===== src/rtl/wcv_pkg.sv =====
// shared types and constants of the windowed command vote block
// window geometry, command letter table and result codes; no dependencies
package wcv_pkg;

  localparam int WINDOW_LEN  = 8;
  localparam int NUM_LETTERS = 7;
  localparam int CHAR_W      = 8;
  localparam int THR_W       = 4;
  localparam int CNT_W       = $clog2(WINDOW_LEN + 1);
  localparam int CMP_W       = (CNT_W > THR_W) ? CNT_W : THR_W;
  localparam int CODE_W      = 3;

  typedef logic [CHAR_W-1:0] char_t;
  typedef logic [THR_W-1:0]  thr_t;
  typedef logic [CNT_W-1:0]  cnt_t;

  localparam char_t FILL_CHAR = 8'h30;  // ascii '0'
  localparam thr_t  THR_RESET = 4'd3;

  // command letters in priority order: t f b L r s x
  localparam char_t LETTERS [NUM_LETTERS] = '{
    8'h74, 8'h66, 8'h62, 8'h4C, 8'h72, 8'h73, 8'h78
  };

  typedef enum logic [CODE_W-1:0] {
    CMD_NONE = 3'd0,
    CMD_T    = 3'd1,
    CMD_F    = 3'd2,
    CMD_B    = 3'd3,
    CMD_L    = 3'd4,
    CMD_R    = 3'd5,
    CMD_S    = 3'd6,
    CMD_X    = 3'd7
  } cmd_code_e;

  // register index, taken from byte address bit 2
  typedef enum logic {
    REG_VOTE_THRESHOLD = 1'b0,
    REG_UNUSED         = 1'b1
  } reg_idx_e;

endpackage


===== src/rtl/windowed_command_vote.sv =====
// windowed command vote: shift window of received bytes and per-letter vote
// depends on wcv_pkg for window length, letter table and result codes
//
// an accepted byte enters the window register; its vote is then loaded into the result register
// throughput: one byte per cycle while out_stall_i is low, set by the window register and one vote stage
// the window stage and the result register hold one transaction each, so a byte
//   is still taken while a finished result waits at the output, if the window stage is empty
// reset: window entries go to ascii '0', vote_threshold to 3, both stages empty
module windowed_command_vote (
  input  logic                          clk_i,
  input  logic                          rst_ni,
  // configuration port
  input  logic                          psel,
  input  logic                          penable,
  input  logic                          pwrite,
  input  logic [2:0]                    paddr,
  input  logic [31:0]                   pwdata,
  output logic [31:0]                   prdata,
  output logic                          pready,
  // input byte channel
  input  logic                          in_valid_i,
  output logic                          in_stall_o,
  input  logic [wcv_pkg::CHAR_W-1:0]    rx_char_i,
  // result channel
  output logic                          out_valid_o,
  input  logic                          out_stall_i,
  output logic [wcv_pkg::CODE_W-1:0]    command_code_o
);
  import wcv_pkg::*;

  // configuration register
  thr_t     thr_q;
  reg_idx_e reg_idx;
  logic     cfg_wr;

  // stage 1: window register, freshly shifted byte is in place
  char_t     win_q [WINDOW_LEN];
  char_t     win_d [WINDOW_LEN];
  logic      v1_q;

  // stage 2: result register
  logic      out_v_q;
  cmd_code_e out_code_q;
  cmd_code_e code_d;

  logic      in_acc;
  logic      adv2;

  logic [WINDOW_LEN-1:0]  match [NUM_LETTERS];
  cnt_t                   cnt   [NUM_LETTERS];
  logic [NUM_LETTERS-1:0] hit;

  // ------------------------------------------------------------------
  // apb register access, single register at byte address 0
  // ------------------------------------------------------------------
  assign pready  = 1'b1;
  assign reg_idx = reg_idx_e'(paddr[2]);
  assign cfg_wr  = psel && penable && pwrite && pready
                   && (reg_idx == REG_VOTE_THRESHOLD);

  always_comb begin
    prdata = '0;
    if (reg_idx == REG_VOTE_THRESHOLD) begin
      prdata = 32'(thr_q);
    end
  end

  always_ff @(posedge clk_i or negedge rst_ni) begin
    if (!rst_ni) begin
      thr_q <= THR_RESET;
    end else if (cfg_wr) begin
      thr_q <= pwdata[THR_W-1:0];
    end
  end

  // ------------------------------------------------------------------
  // handshake: stage 2 moves when empty or drained, stage 1 only refills when
  // empty or when its content moves on, so the window never runs ahead of a vote
  // ------------------------------------------------------------------
  assign adv2       = !out_v_q || !out_stall_i;
  assign in_stall_o = v1_q && !adv2;
  assign in_acc     = in_valid_i && !in_stall_o;

  // oldest byte drops out at index 0, newest enters at the top
  always_comb begin
    for (int i = 0; i < WINDOW_LEN - 1; i++) begin
      win_d[i] = win_q[i+1];
    end
    win_d[WINDOW_LEN-1] = rx_char_i;
  end

  always_ff @(posedge clk_i or negedge rst_ni) begin
    if (!rst_ni) begin
      for (int i = 0; i < WINDOW_LEN; i++) begin
        win_q[i] <= FILL_CHAR;
      end
      v1_q <= 1'b0;
    end else begin
      if (in_acc) begin
        win_q <= win_d;
      end
      if (in_acc) begin
        v1_q <= 1'b1;
      end else if (adv2) begin
        v1_q <= 1'b0;
      end
    end
  end

  // ------------------------------------------------------------------
  // vote: per-letter match vector over the window, popcount, threshold
  // compare, then the first letter in priority order that passes
  // ------------------------------------------------------------------
  always_comb begin
    for (int k = 0; k < NUM_LETTERS; k++) begin
      for (int i = 0; i < WINDOW_LEN; i++) begin
        match[k][i] = (win_q[i] == LETTERS[k]);
      end
      cnt[k] = CNT_W'($countones(match[k]));
      hit[k] = (CMP_W'(cnt[k]) >= CMP_W'(thr_q));
    end
  end

  // walk from lowest priority up so the highest priority hit wins
  always_comb begin
    code_d = CMD_NONE;
    for (int k = NUM_LETTERS - 1; k >= 0; k--) begin
      if (hit[k]) begin
        code_d = cmd_code_e'(CODE_W'(k + 1));
      end
    end
  end

  always_ff @(posedge clk_i or negedge rst_ni) begin
    if (!rst_ni) begin
      out_v_q <= 1'b0;
    end else if (adv2) begin
      out_v_q <= v1_q;
    end
  end

  // result payload, loaded only when stage 2 moves
  always_ff @(posedge clk_i) begin
    if (adv2 && v1_q) begin
      out_code_q <= code_d;
    end
  end

  assign out_valid_o    = out_v_q;
  assign command_code_o = CODE_W'(out_code_q);

  // ------------------------------------------------------------------
  // assertions
  // ------------------------------------------------------------------

  // an empty window stage never pushes back
  a_free_stage_takes: assert property (@(posedge clk_i) disable iff (!rst_ni)
    !v1_q |-> !in_stall_o)
    else $error("input stalled with empty window stage");

  // an accepted byte always lands in the window stage
  a_accept_fills: assert property (@(posedge clk_i) disable iff (!rst_ni)
    in_acc |=> v1_q)
    else $error("accepted byte lost before vote");

  // a threshold above the window length can never be met
  a_thr_high_none: assert property (@(posedge clk_i) disable iff (!rst_ni)
    (v1_q && adv2 && (CMP_W'(thr_q) > CMP_W'(WINDOW_LEN)))
    |=> (out_code_q == CMD_NONE))
    else $error("command reported above window length threshold");

  // a zero threshold always yields the top priority letter
  a_thr_zero_t: assert property (@(posedge clk_i) disable iff (!rst_ni)
    (v1_q && adv2 && (thr_q == '0)) |=> (out_code_q == CMD_T))
    else $error("zero threshold did not select letter t");

endmodule

===== config.mk =====
export PLATFORM = sky130hd
export DESIGN_NAME = windowed_command_vote
export DESIGN_NICKNAME = d
export VERILOG_FILES = /design/src/rtl/wcv_pkg.sv /design/src/rtl/windowed_command_vote.sv
export SDC_FILE = /design/constraint.sdc
export NUM_CORES = 1
export LEC_CHECK = 0
export BUFFER_PORTS_ARGS = -buffer_cell sky130_fd_sc_hd__buf_2
export CAP_MARGIN = 0
export CORE_ASPECT_RATIO = 1.1
export CORE_MARGIN = 5
export CORE_UTILIZATION = 49
export CTS_BUF_LIST = sky130_fd_sc_hd__clkbuf_4 sky130_fd_sc_hd__clkbuf_8
export DETAILED_ROUTE_END_ITERATION = 10
export GPL_ROUTABILITY_DRIVEN = 0
export PLACE_DENSITY = 0.71
export RECOVER_POWER = 50
export SLEW_MARGIN = 40
export SYNTH_ARGS = -nofsm -noshare
export SYNTH_HDL_FRONTEND = slang
export SYNTH_SLANG_ARGS = --single-unit

===== constraint.sdc =====
create_clock -name clk_i -period 5.47 [get_ports clk_i]
set_input_delay 0.547 -clock clk_i [delete_from_list [all_inputs] [get_ports clk_i]]
set_output_delay 0.547 -clock clk_i [all_outputs]
set_load 0.1 [all_outputs]

## Word level (Yosys, flattened, before mapping)

Index checks and enable logic that the tools add are counted.

- Multiply operators: 0
- Magnitude comparators: 7
- Bitwise logic cells: 1
- Shifts and indexed selects: 0
- Divide/modulo/power cells: 0
- $add $sub $neg: 49
- Multiplexer cells: 9
- Equal/unequal tests: 56
- Reductions and logical operators: 13

Operators by type and width:

| operator | number |
|---|---|
| 8-bit by 7-bit equality test with 1-bit output, second input constant | 56 |
| 1-bit by 1-bit adder with 2-bit output | 28 |
| 2-bit by 2-bit adder with 3-bit output | 14 |
| 3-bit by 3-bit adder with 4-bit output | 7 |
| 4-bit >= comparator | 7 |
| 3-bit 2-to-1 mux | 4 |
| 1-bit logical AND | 6 |
| 1-bit zero test | 4 |
| 2-bit 2-to-1 mux | 2 |
| 4-bit 2-to-1 mux | 1 |
| 3-bit OR reduction | 1 |
| 1-bit 2-to-1 mux | 2 |
| 2-bit nonzero test | 1 |
| 1-bit logical OR | 1 |
| 1-bit NOT | 1 |

- Flip-flop bits (word level): 73
- Memories kept: 0
- RAM bits: 0
- ROM bits: 0
- Latch bits: 0

## Depth between registers and ports, before layout

Gate-level depths: netlist of run 1.

- Word-level depth: 11
- Gate-level depth with buffers: 16
- Mapped depth without buffers: 16

## Worst setup path before layout of run 1

No wires, ideal clock.

- Path type: register -> register
- Start point: register win_q[61] (netlist bit)
- End point: register out_code_q[2] (netlist: command_code_o[2]) (data pin)
- Arrival time: 4.262 ns
- Setup time: 0.256 ns
- Path slack: 0.952 ns
- Cell stages (with the launch flop): 14
- Period minus slack after synthesis: 4.518 ns
- Cell sequence: dfstp_2 nand4b_1 or3_1 fa_1 fa_1 inv_1 fa_1 ha_1 fa_1 xor2_1 ha_1 a2111oi_4 o2bb2ai_1 o211a_1

- Cells in the longest elaborated chain, start to end: 9
- Elaborated cells between the ends (all ways): 40
- Those cells by class: add/sub (21); order compare (7); eq/ne (7); mux (4); reduce/logical (1)

RTL lines:

| what | RTL line | text |
|---|---|---|
| start: declaration | windowed_command_vote.sv:37 | `char_t win_q [WINDOW_LEN];` |
| start signal: assignment | windowed_command_vote.sv:100 | `win_q <= win_d;` |
| 8-bit by 7-bit equality test with 1-bit output | windowed_command_vote.sv:117 | `match[k][i] = (win_q[i] == LETTERS[k]);` |
| 1-bit by 1-bit adder with 2-bit output (not written as such) | windowed_command_vote.sv:119 | `cnt[k] = CNT_W'($countones(match[k]));` |
| 2-bit by 2-bit adder with 3-bit output (not written as such) | windowed_command_vote.sv:119 |  |
| 3-bit by 3-bit adder with 4-bit output (not written as such) | windowed_command_vote.sv:119 |  |
| 4-bit >= comparator | windowed_command_vote.sv:120 | `hit[k] = (CMP_W'(cnt[k]) >= CMP_W'(thr_q));` |
| 3-bit 2-to-1 mux (4 in series) | windowed_command_vote.sv:128 | `if (hit[k]) begin` |
| end signal: assignment | windowed_command_vote.sv:145 | `out_code_q <= code_d;` |
| end: declaration | windowed_command_vote.sv:43 | `cmd_code_e out_code_q;` |

Parallel ways exist; a longest one is shown, timed or not.
A chain may end at the register's enable or synchronous reset.

## Worst setup path in the final report of run 1

Ends and elaborated chain as after synthesis.

==> results of run 1 <==
-- registers in the layout, summed over array words and instances (netlist names) --
name            flops
win_d              56
win_q               8
thr_q               4
command_code_o      3
out_valid_o         1
v1_q                1
-- cells in the final DEF (no fill, tap or decap), types with 5 or more instances in the layout --
cell type	n
a21oi_1	11
buf_2	27
clkbuf_8	9
conb_1	29
dfrtp_1	52
dfstp_2	18
fa_1	28
ha_1	49
inv_1	41
mux2_2	64
nand2_1	23
nand2b_1	12
nand3_1	13
nand3b_1	5
nand4b_1	10
nor2_1	24
nor2b_1	18
nor3_1	11
nor3b_1	9
o21ai_0	5
or3_1	8
xor2_1	6
-- kinds of logic after synthesis --
group                    count (synthesis)  synth area share (%)
AND/OR/NAND/NOR                        159                  17.0
adder cells (fa/ha/maj)                 77                  21.4
buffers and inverters                   77                  7.70
flip-flops                              73                  34.1
multiplexers                            67                  13.8
AO/OA/AOI/OAI                           35                  4.73
XOR/XNOR                                 7                  1.12
other                                    2                 0.137
-- cell type report --
type	count	area, um^2	share of cell area, %
Timing Repair Buffer	31	154	2.61
Sequential cell	73	1860	31.6
Tap cell	147	184	3.12
Clock buffer	9	124	2.10
Multi-Input combinational cell	374	3290	55.8
Inverter	41	154	2.61
Clock inverter	7	124	2.10
-- metal layers --
| metal | vias up | GRT usage [%] |
|---|---|---|
| li1 | 1747 | - |
| met1 | 1729 | 21.3 |
| met2 | 88 | 28.1 |
| met3 | 21 | 2.35 |
| met4 | 0 | 7.85 |
| met5 | - | 0 |
-- worst min path at each step --
stage                startpoint                      end  slack (ns)  cells after the start
2_1_floorplan            rst_ni  out_valid_o$_DFFE_PN0N_        0.25                      0
3_3_place_gp   v1_q$_DFFE_PN0P_  out_valid_o$_DFFE_PN0N_        0.46                      1
3_5_place_dp   v1_q$_DFFE_PN0P_  out_valid_o$_DFFE_PN0N_        0.47                      1
4_1_cts                  rst_ni    win_q[59]$_DFFE_PN0P_        0.20                      2
5_1_grt              in_valid_i         v1_q$_DFFE_PN0P_        0.40                      2
6_report             in_valid_i         v1_q$_DFFE_PN0P_        0.40                      2
-- report_power, final --
part | internal [mW] | total (mW) | switching (mW)
combinational | 0.329 | 0.761 | 0.431
sequential | 0.787 | 1.05 | 0.258
clock | 0.308 | 0.531 | 0.223
-- metrics by stage --
stage / instance area, um^2 / util [%] / setup WS (ns)
4_1_cts: 5920 / 54.2 / 0.640
2_1_floorplan: 5570 / - / 0.952
3_3_place_gp: 5650 / 51.8 / 0.712
6_report: 5890 / 54.0 / 0.637
5_1_grt: 5890 / 54.0 / 0.455
3_5_place_dp: 5670 / 51.9 / 0.629
==> run summary, run 1 <==
- **post-synthesis instance area** 5470 um^2
- **register-to-register path setup slack** 0.64 ns
- **number of gates resized after cts** 0
- **setup repair after global routing missed its margin** no
- **most used cell along the critical path** fa_1
- **upper clock frequency limit** 207 MHz
- **number of standard cells after synthesis** 497
- **number of distinct library cells after synthesis** 49
- **Stages on worst setup path** 14
- **post-route fraction of the period consumed by the critical path** 88.3%
- **commonest cells in the synthesized netlist** mux2_2, dfrtp_1, ha_1
- **global-route wire length before repair** 18100 um
- **pin count of the biggest net entering global routing** 66
- **first-pass iteration count of the detailed router** 4
- **Iteration-0 DRC Markers** 185
- **Die H** 121 um
- **startpoint type of the worst setup path** flop
- **Max rail drop VDD** 0.173 mV
- **post-synthesis cell type with the largest combined area** dfrtp_1
- **classification of the worst setup path** reg2reg
- **violated checks** capacitance limit, slew limit
- **core region area** 10900 um^2
- **ratio of total power to cell area** 397 nW/um^2
- **Filler Cells Inserted** 941
- **final routed wire length divided by cell count** 15.5 um
- **Crit. Startpoint** win_q[61]$_DFFE_PN1P_
- **average cell area after synthesis** 11.0 um^2
- **leakage dissipation** 2.76 nW
- **asr flop ratio synth** 95.9%
- **Seq cells post-synth** 73
- **Final Skew** 0.0103 ns
- **share of the synthesized area in the top cell type** 23.8%
- **total die area** 13400 um^2
- **count of placed standard cells including taps** 666
- **final antenna diode count** 0
- **last element of the critical path** command_code_o[2]$_SDFFCE_PP0P_
- **shortest clock period the worst path allows after layout** 4.83 ns
- **slew at the pin closest to its max-slew limit** 2.10 ns
- **Worst Reg2Reg Path Length in Cells** 14
- **Top Family by Delay on Critical Path** adder cells
- **biggest area contributors in the synthesized netlist** dfrtp_1, mux2_2, ha_1
- **initial core utilization** 50.2%
- **sum of routed wire length over all layers** 10600 um
- **count of port buffers added during placement** 28
- **startpoint of the worst register-to-register path** win_q[61]$_DFFE_PN1P_
- **number of antenna violations at the first check in global routing** 0
- **CTS tree** built
- **endpoint required time on the critical path** 5.59 ns
- **num ports** 88
- **met1 wire length** 4500 um
- **Post-Route Hold Slack** 0.400 ns
- **number of nets still failing antenna checks after routing** 0
- **type of the worst min-delay path** in2reg
- **arrival time of the worst setup path** 4.95 ns
- **clock tree sinks** 73
- **number of global-route vias before repair** 3655
- **chain of cells forming the critical path** nand4b_1 > nor3_1 > nand3_1 > fa_1 > fa_1 > inv_1 > fa_1 > ha_1 > fa_1 > xor2_1 > ha_1 > a2111o_1 > o2bb2ai_1 > o211a_1
- **combined buffer and inverter count along the critical path** 1
- **share of post-route cells with drive strength above 1** 24.9%
- **Hold-fix buffers, CTS** 0
- **H-tree levels** 3
- **Final TNS setup** 0 ns
- **postcts setup bufs** 0
- **routed wl met3** 447 um
- **TritonCTS buffer count** 9
- **worst-path maximum fanout** 4
- **drc violations** 0
- **yosys warns** 0
- **Die X** 111 um
- **slowest stage cell, crit path** fa_1
- **num rows** 40
- **number of synthesized flops with an enable pin** 3
- **Layout Nets** 657
- **Top Layer Used** met4
- **non-filler instance count after layout** 682
- **clk root buf** clkbuf_8
- **setup violation total in the final timing report** 0
- **final hold vios** 0
- **clk_lat worst skew** 0.36 ns
- **Crit. End Element** flop
- **delay contributed by the slowest stage of the critical path** 0.58 ns
- **headroom to the max-slew limit** -40.0%
- **max-slew violations** 73
- **Total Power** 2.34 mW
- **total of max-cap violations** 2
- **sequential share of the synthesized area** 34.1%
- **post-detailed-placement half-perimeter wirelength** 8460 um
- **clock tree buffer depth** 2
- **overall track demand over capacity in global routing** 16.7%
- **via total after detailed routing** 3585
- **reg-to-reg endpoint** command_code_o[2]$_SDFFCE_PP0P_
- **most numerous cell in the Yosys netlist** mux2_2
- **clock transition time at the flip-flop clock pins of the worst setup and hold paths** 0.09 ns
- **run status** finished, violations left
- **routed length on met2** 5300 um
- **most frequently used flop master after synthesis** dfrtp_1
- **area delta synth->final** 7.70%
- **remaining global-route overflow** 0
- **post-DR vias/cell** 5.26
Power figures use the tool's default switching activity.
==> run 2, diff against run 1 <==
--- a/config.mk
+++ b/config.mk
@@ -7,13 +7,15 @@
 export LEC_CHECK = 0
 export BUFFER_PORTS_ARGS = -buffer_cell sky130_fd_sc_hd__buf_2
 export CAP_MARGIN = 0
+export CELL_PAD_IN_SITES_DETAIL_PLACEMENT = 1
+export CELL_PAD_IN_SITES_GLOBAL_PLACEMENT = 2
 export CORE_ASPECT_RATIO = 1.1
 export CORE_MARGIN = 5
-export CORE_UTILIZATION = 49
+export CORE_UTILIZATION = 38
 export CTS_BUF_LIST = sky130_fd_sc_hd__clkbuf_4 sky130_fd_sc_hd__clkbuf_8
 export DETAILED_ROUTE_END_ITERATION = 10
 export GPL_ROUTABILITY_DRIVEN = 0
-export PLACE_DENSITY = 0.71
+export PLACE_DENSITY_LB_ADDON = 0.1
 export RECOVER_POWER = 50
 export SLEW_MARGIN = 40
 export SYNTH_ARGS = -nofsm -noshare
==> run 2 against run 1 <==
Compared with the run above: the run still ends with capacitance limit, slew limit left; critical path type unchanged; largest power group unchanged; setup slack worse by 0.14 ns; via count grew 0.73%; critical endpoint unchanged; non-clock buffer count grew 1; clock skew fell by 0.00057 ns; first-iteration DRC count down 37%; flip-flop and latch count is the same; sequential share of layout area barely moved; clock power is 27% lower.
==> run summary, run 2 (synthesized netlist as in run 1, its figures left out) <==
- **endpoint required time on the critical path** 5.59 ns, about the same
- **headroom to the max-slew limit** -138%, -98 points
- **initial core utilization** 38.3%, -12 points
- **num ports** 88, unchanged
- **sum of routed wire length over all layers** 12600 um, +19%
- **arrival time of the worst setup path** 5.09 ns, +0.14 ns
- **H-tree levels** 3, unchanged
- **clk root buf** clkbuf_8
- **number of antenna violations at the first check in global routing** 0, unchanged
- **startpoint of the worst register-to-register path** win_q[61]$_DFFE_PN1P_
- **clk_lat worst skew** 0.36 ns, about the same
- **most common library cell in the layout ignoring fill and taps** mux2_2
- **final antenna diode count** 0, unchanged
- **Crit. End Element** flop
- **num rows** 46, +15%
- **type of the worst min-delay path** in2reg
- **violated checks** capacitance limit, slew limit
- **global-route wire length before repair** 20600 um, +14%
- **setup violation total in the final timing report** 0, unchanged
- **Die X** 124 um, +12%
- **upper clock frequency limit** 201 MHz, -2.8%
- **total die area** 16900 um^2, +26%
- **startpoint type of the worst setup path** flop
- **ratio of total power to cell area** 375 nW/um^2, -5.4%
- **worst-path maximum fanout** 4, unchanged
- **classification of the worst setup path** reg2reg
- **leakage dissipation** 2.74 nW, -0.74%
- **count of port buffers added during placement** 28, unchanged
- **area delta synth->final** 7.73%, about the same
- **Die H** 136 um, +12%
- **TritonCTS buffer count** 9, unchanged
- **remaining global-route overflow** 0, unchanged
- **post-route fraction of the period consumed by the critical path** 90.9%, +2.5 points
- **shortest clock period the worst path allows after layout** 4.97 ns, +0.138 ns
- **via total after detailed routing** 3611, +0.73%
- **clock transition time at the flip-flop clock pins of the worst setup and hold paths** 0.08 ns, about the same
- **number of nets still failing antenna checks after routing** 0, unchanged
- **beginning of the worst hold path** in_valid_i
- **post-detailed-placement half-perimeter wirelength** 10000 um, +19%
- **Total Power** 2.21 mW, -5.4%
- **pin count of the biggest net entering global routing** 66, unchanged
- **slew at the pin closest to its max-slew limit** 3.58 ns, +1.48 ns
- **Final TNS setup** 0 ns, unchanged
- **overall track demand over capacity in global routing** 15.7%, -1.0 points
- **Iteration-0 DRC Markers** 117, -37%
- **Crit. Startpoint** win_q[61]$_DFFE_PN1P_
- **first-pass iteration count of the detailed router** 4, unchanged
- **clock tree buffer depth** 2, unchanged
- **highest-count cells in the layout ignoring fill and taps** mux2_2, dfrtp_1, ha_1
- **run status** finished, violations left
- **number of gates resized after cts** 0, unchanged
- **setup repair after global routing missed its margin** no
- **Max rail drop VDD** 0.186 mV, +7.4%
- **final hold vios** 0, unchanged
- **Hold-fix buffers, CTS** 1, +1
- **clock tree sinks** 73, unchanged
- **total of max-cap violations** 1, -1
- **post-DR vias/cell** 4.96, -5.6%
- **drc violations** 0, unchanged
- **Layout Nets** 658, +0.15%
- **max-slew violations** 66, -9.6%
- **number of global-route vias before repair** 3836, +5.0%
- **CTS tree** built
- **core region area** 14300 um^2, +31%
- **postcts setup bufs** 0, unchanged
- **Final Skew** 0.00976 ns, -0.000573 ns
- **flip-flop count of the largest register after layout** 56, unchanged
- **share of post-route cells with drive strength above 1** 24.6%, -0.23 points
- **final routed wire length divided by cell count** 17.3 um, +11%
run 2: layout make-up:
cell class	count	area, um^2
Fill cell	1620	8380
Clock buffer	11	139
Multi-Input combinational cell	374	3290
Inverter	41	154
Tap cell	192	240
Clock inverter	5	32.5
Sequential cell	73	1860
Timing Repair Buffer	32	175
run 2: critical path: stages, from the launching register on:
cell and delay [ns]:
dfstp_2 0.56, nand4b_1 0.18, nor3_1 0.27, nand3_1 0.17
fa_1 0.58, fa_1 0.56, inv_1 0.05, fa_1 0.47
ha_1 0.24, fa_1 0.38, xor2_1 0.18, ha_1 0.19
a2111o_1 0.43, o2bb2ai_1 0.20, o211a_1 0.26
run 2: final timing paths:
path | slack [ns] | cells after the start | endpoint
worst max-delay path | 0.50 | 14 | command_code_o[2]$_SDFFCE_PP0P_
worst min-delay path | 0.40 | 2 | v1_q$_DFFE_PN0P_
worst max register to register | 0.50 | 14 | command_code_o[2]$_SDFFCE_PP0P_
worst min register to register | 0.48 | 1 | out_valid_o$_DFFE_PN0N_
max in group asynchronous | 1.12 | 3 | win_d[10]$_DFFE_PN0P_
min in group asynchronous | 0.61 | 2 | out_valid_o$_DFFE_PN0N_
run 2: through the flow:
| stage | util, % | setup slack [ns] | instances | cell area, um^2 | hold WS (ns) |
|---|---|---|---|---|---|
| 5_1_grt | 41.3 | 0.244 | 728 | 5900 | 0.388 |
| 4_1_cts | 41.3 | 0.490 | 727 | 5890 | 0.378 |
| 3_3_place_gp | 40.0 | 0.567 | 710 | 5700 | 0.398 |
| 2_1_floorplan | - | 0.952 | 524 | 5570 | 0.251 |
| 3_5_place_dp | 40.0 | 0.507 | 710 | 5710 | 0.403 |
| 6_report | 41.3 | 0.499 | 728 | 5900 | 0.402 |
run 2: where the power goes:
part	internal, mW	switching, mW	total [mW]
clock	0.174	0.212	0.386
sequential	0.788	0.267	1.05
combinational	0.332	0.439	0.772
run 2: routing by layer:
layer	up-vias	global-route usage, %	wire length (um)	share of wire [%]
met1	1817	19.9	5740	46
met2	42	27.1	6350	50
met5	-	0	0	0
li1	1740	-	-	-
met4	0	4.93	173	1.4
met3	12	3.18	306	2.4
